<file path="src/sv/bea_pkg.sv">
// ----------------------------------------------------------------------------
// bea_pkg
// Shared types and constants for the button edge detector with auto-repeat
// ----------------------------------------------------------------------------
package bea_pkg;

    // number of buttons that are really wired (1 .. 8)
    localparam int BUTTON_COUNT = 8;
    // width of the button byte and of every mask field
    localparam int BYTE_W       = 8;
    // repeat period / counter width
    localparam int PERIOD_W     = 8;
    // configuration register file
    localparam int REG_COUNT    = 8;
    localparam int REG_SEL_W    = $clog2(REG_COUNT);
    localparam int CFG_INDEX_W  = REG_SEL_W + 1;

    localparam logic [PERIOD_W-1:0] PERIOD_RESET = PERIOD_W'(4);
    localparam logic [BYTE_W-1:0]   BUTTON_MASK  = BYTE_W'((1 << BUTTON_COUNT) - 1);

    typedef logic [REG_COUNT-1:0][PERIOD_W-1:0]    period_array_t;
    typedef logic [BUTTON_COUNT-1:0][PERIOD_W-1:0] counter_array_t;

    typedef struct packed {
        logic              sample_valid;
        logic [BYTE_W-1:0] raw_buttons;
    } in_item_t;

    typedef struct packed {
        logic [BYTE_W-1:0] held_mask;
        logic [BYTE_W-1:0] press_edges;
        logic [BYTE_W-1:0] release_edges;
        logic [BYTE_W-1:0] repeat_mask;
    } out_item_t;

    // state carried from one poll to the next
    typedef struct packed {
        logic [BYTE_W-1:0] held;
        counter_array_t    counter;
    } poll_state_t;

endpackage

</file>
<file path="src/sv/bea_cfg_regs.sv">
// ----------------------------------------------------------------------------
// bea_cfg_regs
// Per-button repeat period registers, write-only
// ----------------------------------------------------------------------------
module bea_cfg_regs (
    input  logic                             aclk,
    input  logic                             aresetn,
    input  logic                             cfg_wr_en,
    input  logic [bea_pkg::CFG_INDEX_W-1:0]  cfg_index,
    input  logic [bea_pkg::PERIOD_W-1:0]     cfg_wdata,
    output bea_pkg::period_array_t           periods
);

    bea_pkg::period_array_t period_reg;
    bea_pkg::period_array_t period_next;

    always_comb begin
        period_next = period_reg;
        // writes beyond the register list are dropped
        if (cfg_wr_en && (cfg_index < bea_pkg::CFG_INDEX_W'(bea_pkg::REG_COUNT))) begin
            period_next[cfg_index[bea_pkg::REG_SEL_W-1:0]] = cfg_wdata;
        end
    end

    always_ff @(posedge aclk) begin
        if (!aresetn) begin
            for (int i = 0; i < bea_pkg::REG_COUNT; i++) begin
                period_reg[i] <= bea_pkg::PERIOD_RESET;
            end
        end else begin
            period_reg <= period_next;
        end
    end

    assign periods = period_reg;

endmodule

</file>
<file path="src/sv/bea_step.sv">
// ----------------------------------------------------------------------------
// bea_step
// One poll: edge detect and per-button repeat counters, combinational
// ----------------------------------------------------------------------------
module bea_step (
    input  bea_pkg::poll_state_t   cur_state,
    input  bea_pkg::in_item_t      item,
    input  bea_pkg::period_array_t periods,
    output bea_pkg::poll_state_t   nxt_state,
    output bea_pkg::out_item_t     result
);

    logic [bea_pkg::BYTE_W-1:0] now;
    logic [bea_pkg::BYTE_W-1:0] press;
    logic [bea_pkg::BYTE_W-1:0] release_bits;
    logic [bea_pkg::BYTE_W-1:0] fire;

    // held mask only follows a fresh read
    assign now = (item.sample_valid ? ~item.raw_buttons : cur_state.held)
               & bea_pkg::BUTTON_MASK;
    assign press        = now & ~cur_state.held;
    assign release_bits = cur_state.held & ~now;

    always_comb begin
        fire              = '0;
        nxt_state.held    = now;
        nxt_state.counter = cur_state.counter;
        for (int i = 0; i < bea_pkg::BUTTON_COUNT; i++) begin
            if (press[i] || (now[i] && (cur_state.counter[i] == '0))) begin
                nxt_state.counter[i] = periods[i];
                fire[i]              = 1'b1;
            end else if (now[i]) begin
                nxt_state.counter[i] = cur_state.counter[i] - bea_pkg::PERIOD_W'(1);
            end
        end
    end

    assign result.held_mask     = now;
    assign result.press_edges   = press;
    assign result.release_edges = release_bits;
    assign result.repeat_mask   = fire & bea_pkg::BUTTON_MASK;

endmodule

</file>
<file path="src/sv/button_edge_autorepeat_unit.sv">
// ----------------------------------------------------------------------------
// button_edge_autorepeat_unit
// Button edge detector with per-button auto-repeat, one result item per poll
// ----------------------------------------------------------------------------
// path: item accept into the input register, then one pass of per-button logic
//   into the result register
// throughput: 1 item per cycle while the result side is not stalled by m_ready
// reset: aresetn synchronous active low; held mask and counters clear, all
//   periods return to 4, both pipeline stages empty
// ----------------------------------------------------------------------------
module button_edge_autorepeat_unit (
    input  logic                             aclk,
    input  logic                             aresetn,
    // poll items in
    input  logic                             s_valid,
    output logic                             s_ready,
    input  bea_pkg::in_item_t                s_item,
    // result items out
    output logic                             m_valid,
    input  logic                             m_ready,
    output bea_pkg::out_item_t               m_item,
    // period register writes
    input  logic                             cfg_wr_en,
    input  logic [bea_pkg::CFG_INDEX_W-1:0]  cfg_index,
    input  logic [bea_pkg::PERIOD_W-1:0]     cfg_wdata
);

    // input stage
    logic                 in_valid_reg;
    logic                 in_valid_next;
    bea_pkg::in_item_t    in_item_reg;

    // result stage
    logic                 out_valid_reg;
    logic                 out_valid_next;
    bea_pkg::out_item_t   out_item_reg;

    // poll state (held mask, repeat counters)
    bea_pkg::poll_state_t state_reg;
    bea_pkg::poll_state_t state_next;

    bea_pkg::period_array_t periods;
    bea_pkg::out_item_t     step_result;

    logic advance;   // input stage item moves into the result register
    logic in_take;   // new item accepted this cycle

    bea_cfg_regs u_cfg_regs (
        .aclk      (aclk),
        .aresetn   (aresetn),
        .cfg_wr_en (cfg_wr_en),
        .cfg_index (cfg_index),
        .cfg_wdata (cfg_wdata),
        .periods   (periods)
    );

    bea_step u_step (
        .cur_state (state_reg),
        .item      (in_item_reg),
        .periods   (periods),
        .nxt_state (state_next),
        .result    (step_result)
    );

    // the result register parts the two sides: an item moves on whenever the
    // result slot is empty or being drained this cycle
    assign advance = in_valid_reg && (!out_valid_reg || m_ready);
    assign s_ready = !in_valid_reg || advance;
    assign in_take = s_valid && s_ready;

    always_comb begin
        in_valid_next = in_valid_reg;
        if (in_take) begin
            in_valid_next = 1'b1;
        end else if (advance) begin
            in_valid_next = 1'b0;
        end

        out_valid_next = out_valid_reg;
        if (advance) begin
            out_valid_next = 1'b1;
        end else if (m_ready) begin
            out_valid_next = 1'b0;
        end
    end

    // control and poll state
    always_ff @(posedge aclk) begin
        if (!aresetn) begin
            in_valid_reg  <= 1'b0;
            out_valid_reg <= 1'b0;
            state_reg     <= '0;
        end else begin
            in_valid_reg  <= in_valid_next;
            out_valid_reg <= out_valid_next;
            // state only steps when its item is committed to the result
            if (advance) begin
                state_reg <= state_next;
            end
        end
    end

    // payload registers
    always_ff @(posedge aclk) begin
        if (in_take) begin
            in_item_reg <= s_item;
        end
        if (advance) begin
            out_item_reg <= step_result;
        end
    end

    assign m_valid = out_valid_reg;
    assign m_item  = out_item_reg;

endmodule

</file>
<file path="config.mk">
export PLATFORM = sky130hd
export DESIGN_NAME = button_edge_autorepeat_unit
export DESIGN_NICKNAME = d
export VERILOG_FILES = /design/src/sv/bea_pkg.sv /design/src/sv/bea_cfg_regs.sv /design/src/sv/bea_step.sv /design/src/sv/button_edge_autorepeat_unit.sv
export SDC_FILE = /design/constraint.sdc
export NUM_CORES = 1
export LEC_CHECK = 0
export BUFFER_PORTS_ARGS = -buffer_cell sky130_fd_sc_hd__buf_2
export CORE_MARGIN = 3
export CORE_UTILIZATION = 40
export DETAILED_ROUTE_END_ITERATION = 16
export SETUP_SLACK_MARGIN = 0.05
export SKIP_LAST_GASP = 1
export SYNTH_ARGS = -nofsm -noshare
export SYNTH_HDL_FRONTEND = slang
export SYNTH_SLANG_ARGS = --single-unit
</file>
<file path="constraint.sdc">
create_clock -name aclk -period 2 [get_ports aclk]
set_input_delay 0.2 -clock aclk [delete_from_list [all_inputs] [get_ports aclk]]
set_output_delay 0.2 -clock aclk [all_outputs]
set_load 0.02 [all_outputs]
</file>
## After elaboration in Yosys (flattened, before gate mapping)

Index checks and enable logic that the tools add are counted.

| word-level totals | value |
|---|---|
| flip-flop bits (word level) | 179 |
| output and inout port bits | 34 |

| cells by class | value |
|---|---|
| $add $sub $neg | 8 |
| $lt $le $gt $ge | 3 |
| multiplexer cells | 32 |
| bitwise logic cells | 5 |
| reductions and logical operators | 50 |

Operators with widths:

| cell | count |
|---|---|
| 8-bit two-way mux | 18 |
| 64-bit bitwise mux | 1 |
| 8-bit zero test | 8 |
| 8-bit by 1-bit subtractor with 8-bit output, second input constant | 8 |
| 8-bit demux with 3-bit select | 1 |
| 8-bit NOT | 3 |
| 2-bit nonzero test | 10 |
| 8-bit AND | 2 |
| 2-bit AND reduction | 8 |
| 1-bit logical AND | 12 |
| 1-bit two-way mux | 12 |
| 1-bit logical OR | 10 |
| 3-bit by 4-bit less-than comparator with 1-bit output, second input constant | 1 |
| 4-bit less-than comparator, second input constant | 1 |
| 3-bit by 1-bit greater-or-equal comparator with 1-bit output, second input constant | 1 |
| 1-bit zero test | 2 |

## Logic depth before layout (Yosys ltp)

| depth | value |
|---|---|
| depth after elaboration | 6 |
| depth in mapped cells | 9 |
| mapped depth without buffers | 8 |

## Modules after synthesis

Synthesis repeated with hierarchy kept, for this count alone.

| unflattened totals | value |
|---|---|
| cells, all modules | 955 |
| area total of the unflattened synthesis | 9355.2 um2 |

By module, submodules not included:

| module | times used | cells each | area an instance (um2) | seq. area each (um2) |
|---|---|---|---|---|
| button_edge_autorepeat_unit | 1 | 362 | 4255.3 | 2712.6 |
| bea_step | 1 | 366 | 2707.6 | 0.0 |
| bea_cfg_regs | 1 | 227 | 2392.3 | 1281.2 |

## Worst setup path before layout

No wires, ideal clock.

| timing | value |
|---|---|
| path kind | register to register |
| from | register out_valid_reg, in the netlist m_valid |
| to | register state_reg[19] (netlist name) |
| setup time | 83 ps |
| data arrival time | 1931 ps |
| data required time | 1917 ps |
| slack | -14 ps |
| cell stages (with the launch flop) | 7 |
| path buffers | 0 |
| period minus slack after synthesis | 2014 ps |
| path through | dfxtp_1 -> nand2b_1 -> nand2_1 -> inv_2 -> nand2_1 -> or4_1 -> o221ai_1 |

| on the way | value |
|---|---|
| word-level cells in the longest chain between the ends | 4 |

RTL lines:

| element | RTL line | text |
|---|---|---|
| start: declaration | button_edge_autorepeat_unit.sv:34 | `logic out_valid_reg;` |
| start signal: assignment | button_edge_autorepeat_unit.sv:95 | `out_valid_reg <= out_valid_next;` |
| 1-bit zero test | button_edge_autorepeat_unit.sv:67 | `assign advance = in_valid_reg && (!out_valid_reg \|\| m_ready);` |
| 1-bit logical OR | button_edge_autorepeat_unit.sv:67 |  |
| 1-bit logical AND | button_edge_autorepeat_unit.sv:67 |  |
| named net advance | button_edge_autorepeat_unit.sv:45 | `logic advance;` |
| 2-bit AND reduction (no source line) | - |  |
| end signal: assignment | button_edge_autorepeat_unit.sv:98 | `state_reg <= state_next;` |
| end: declaration | button_edge_autorepeat_unit.sv:39 | `bea_pkg::poll_state_t state_reg;` |

The timed path passes the listed nets, and every way through them passes these cells.
A chain may end at the register's enable or synchronous reset.

## Worst setup path after layout

| timing | value |
|---|---|
| from | register state_reg[1] (netlist name) |
| to | register state_reg[1] (netlist name) |

| on the way | value |
|---|---|
| word-level cells in the longest chain between the ends | 5 |
| elaborated cells between the ends (all ways) | 8 |
| those cells by class | add/sub: 1; mux: 2; reduce/logical: 5 |

RTL lines:

| element |
|---|
| parallel branches: the longest is 5 deep, another holds 8-bit by 1-bit subtractor with 8-bit output |

Several ways; the timed one is not identified. The select of a mux whose other input is x is not followed.

==> flow_summary.yaml <==
detailed_routing:
  ant_nets: 0
  drtIter0Drc: 517
  routed_wl_um: 22900
  viasPerCell: 5.49
  num_vias: 7121
  drc: 0
  drt_first_pass_iters: 5
  drt-wirelength-per-cell_um: 17.6
logic_synthesis:
  synth_flop_cell: "dfxtp_1"
  syn_area_per_cell_um2: 9.54
  yosysTopAreaCell: "dfxtp_1"
  yosys-top-cells-area: "dfxtp_1 33%, edfxtp_1 15%, mux2i_1 9.8%, nor2_1 4.3%, a21oi_1 3.3%"
  synth_commonest_cells: "138 x dfxtp_1, 97 x nor2_1, 83 x mux2i_1"
  synthArstFlopShare: 0
  synth_edf_count: 41
  syn_nets: 920
  synthDistinctLibCells: 66
  ys_ff_latch: 179
  ys_seq_area_frac: 0.473
  syn_area_mm2: 0.00845
  synthDominantCellAreaShare: 0.327
  synth_most_common_cell: "dfxtp_1"
  synthCells: 886
  ys_warn_count: 0
timing:
  slew_headroom: 0.452
  fin_crit_sh: 0.988
  hold_slack_ns: 0.186
  hold_viol: 0
  rsz0062_at_grt: "true"
  max_freq_mhz: 506
  final.setup.tns_ns: 0
  slew_viol_final: 0
  min_period_ns: 1.98
  worst_pin_slew_ns: 0.821
  skew_ns: 0.0102
  setup_viol: 0
min_path:
  hold_start: "m_ready"
  min_path_type: "input pin to register"
  min_path_cells: 3
  whs_endpoint: "m_valid$_SDFFE_PN0P_"
power:
  vdd_ir_drop_max_mv: 0.486
  leakagePower_nw: 4.22
  power.density_mw_per_mm2: 851
worst_setup_path:
  cpPeakStageDelay_ns: 0.40
  worst_path_max_delay_cell: "or3b_4"
  rrSetupSlack_ns: 0.02
  worst-path-max-fanout: 5
  r2r_cells: 7
  cp-start-kind: "register"
  rr_startpoint: "state_reg[1]$_SDFFE_PN0P_"
  path_buf_inv: 1
  cp.arrival_ns: 2.31
  path_cells: "inv_1, ha_4, or3b_4, a2111oi_4, nor2_4, and2_4, o31ai_2"
  endpoint_kind: "register"
  required_ns: 2.34
  crit_type: "register to register"
  worstReg2RegEnd: "state_reg[1]$_SDFFE_PN0P_"
  critical_path.top_delay_family: "simple AND/OR/NAND/NOR gates"
flow_run:
  maxCapViolCount: 0
placed_design:
  dp_hpwl_um: 14900
  dp_cells: 1231
  port_buffers: 59
  place_congestion: 0.902
grt:
  grt_max_degree: 48
  grt_pass1_vias: 6657
  grt_pass1_wl_um: 35300
  track_usage: 0.198
  grt_overflow_total: 0
  antenna_found_initial: 0
cells_and_area:
  area_delta_synth_final_pct: 23.7
  final.fill_count: 1890
  largest_reg_flops: 72
  fin_util: 0.510
  instances_no_fill: 1296
  diodes: 0
  drive_gt1_frac: 0.262
  finalNetCount: 1047
floorplanning:
  die_area_mm2: 0.0229
  rows: 52
  start_util: 0.412
  io_pins: 60
  die_height_um: 151
  coreArea_mm2: 0.0205
  die_w_um: 151
clock_tree:
  clock_latency_ns: 0.43
  clk_path_buf_depth: 2
  htreeDepth: 4
  root_buffer: "clkbuf_16"
  tritoncts: "yes"
  cts.clk_slew.worst_paths_ns: 0.07
  clock-sinks: 179
  numCtsBuffers: 17
status:
  status: "completed"
==> logic make-up (layout without fill, tap and decap cells) <==
logic type | Yosys count | after routing | share of synthesized area
flip-flops | 179 | 179 | 0.473
multiplexers | 83 | 83 | 0.0983
AND/OR/NAND/NOR | 323 | 326 | 0.199
buffers and inverters | 89 | 225 | 0.0453
AO/OA/AOI/OAI | 204 | 205 | 0.173
adder cells (fa/ha/maj) | 8 | 8 | 0.0118
==> power by group <==
group,switching (mW),internal [mW]
clock network,1.37,1.85
logic,0.951,0.744
registers,0.117,3.85
==> worst register-to-register path: stages, from the launching register on <==
cell and delay, ns:
dfxtp_2 0.35, inv_1 0.10, ha_4 0.14, or3b_4 0.40
a2111oi_4 0.38, nor2_4 0.12, and2_4 0.18, o31ai_2 0.22
==> repair_timing <==
item / in CTS / in global routing
endpoints found under the hold margin: 10 / 0
endpoints found under the setup margin: 5 / 50
cloned: 1 / 4
hold buffers: 10 / 0
pin swaps: 3 / 16
setup buffers: 5 / 13
gates resized for setup: 4 / 48
==> layer usage <==
metal	wire length (um)	vias to the layer above	global-route usage
met4	240	0	0.0526
met5	0	-	0
met2	11000	190	0.329
li1	-	3503	-
met1	10500	3407	0.266
met3	1140	21	0.0353
==> through the flow <==
stage                     total power, mW  cell area (um^2)  setup slack, ns
after global routing                 9.29             10500          -0.0198
after floorplan                      5.04              8450           0.0648
after detailed placement             5.51              9400           0.0337
after global placement               5.50              9400           0.0325
after CTS                            8.79             10100           0.0104
final                                8.89             10500           0.0238
==> cells in the final DEF, fill, tap and decap left out, types with 7 or more instances in the layout <==
master	instances
dfxtp_1	131
nor2_1	97
mux2i_1	83
buf_4	82
buf_2	59
nand2_1	56
a21oi_1	54
o21ai_0	45
nand3_1	44
edfxtp_1	41
inv_2	22
clkbuf_16	21
nor3_1	19
nor4_1	14
o22ai_1	13
inv_1	13
a31oi_1	11
or4_1	10
dlygate4sd3_1	10
and3_1	9
or3b_4	8
o31a_1	7
o41ai_1	7
nor2b_1	7
o211ai_1	7
==> worst max-delay path by stage <==
stage,startpoint,slack (ns),cells past startpoint,endpoint
floorplan,state_reg[16]$_SDFFE_PN0P_,0.06,9,state_reg[19]$_SDFFE_PN0P_
global placement,in_item_reg[8]$_DFFE_PP_,0.03,5,state_reg[46]$_SDFFE_PN0P_
detailed placement,state_reg[32]$_SDFFE_PN0P_,0.03,8,state_reg[33]$_SDFFE_PN0P_
CTS,state_reg[32]$_SDFFE_PN0P_,0.01,8,state_reg[33]$_SDFFE_PN0P_
global route,in_item_reg[8]$_DFFE_PP_,-0.02,7,state_reg[40]$_SDFFE_PN0P_
finish,state_reg[1]$_SDFFE_PN0P_,0.02,7,state_reg[1]$_SDFFE_PN0P_
==> final cells by class <==
class / instances / area [um^2] / area share
clock inverter: 5 / 35.0 / 0.00335
multi-input combinational: 622 / 4280 / 0.409
tap: 270 / 338 / 0.0323
inverter: 37 / 144 / 0.0138
sequential: 179 / 4010 / 0.383
timing repair buffer: 156 / 1120 / 0.107
clock buffer: 27 / 537 / 0.0514
Note: power is estimated with default switching activity, not from simulation.
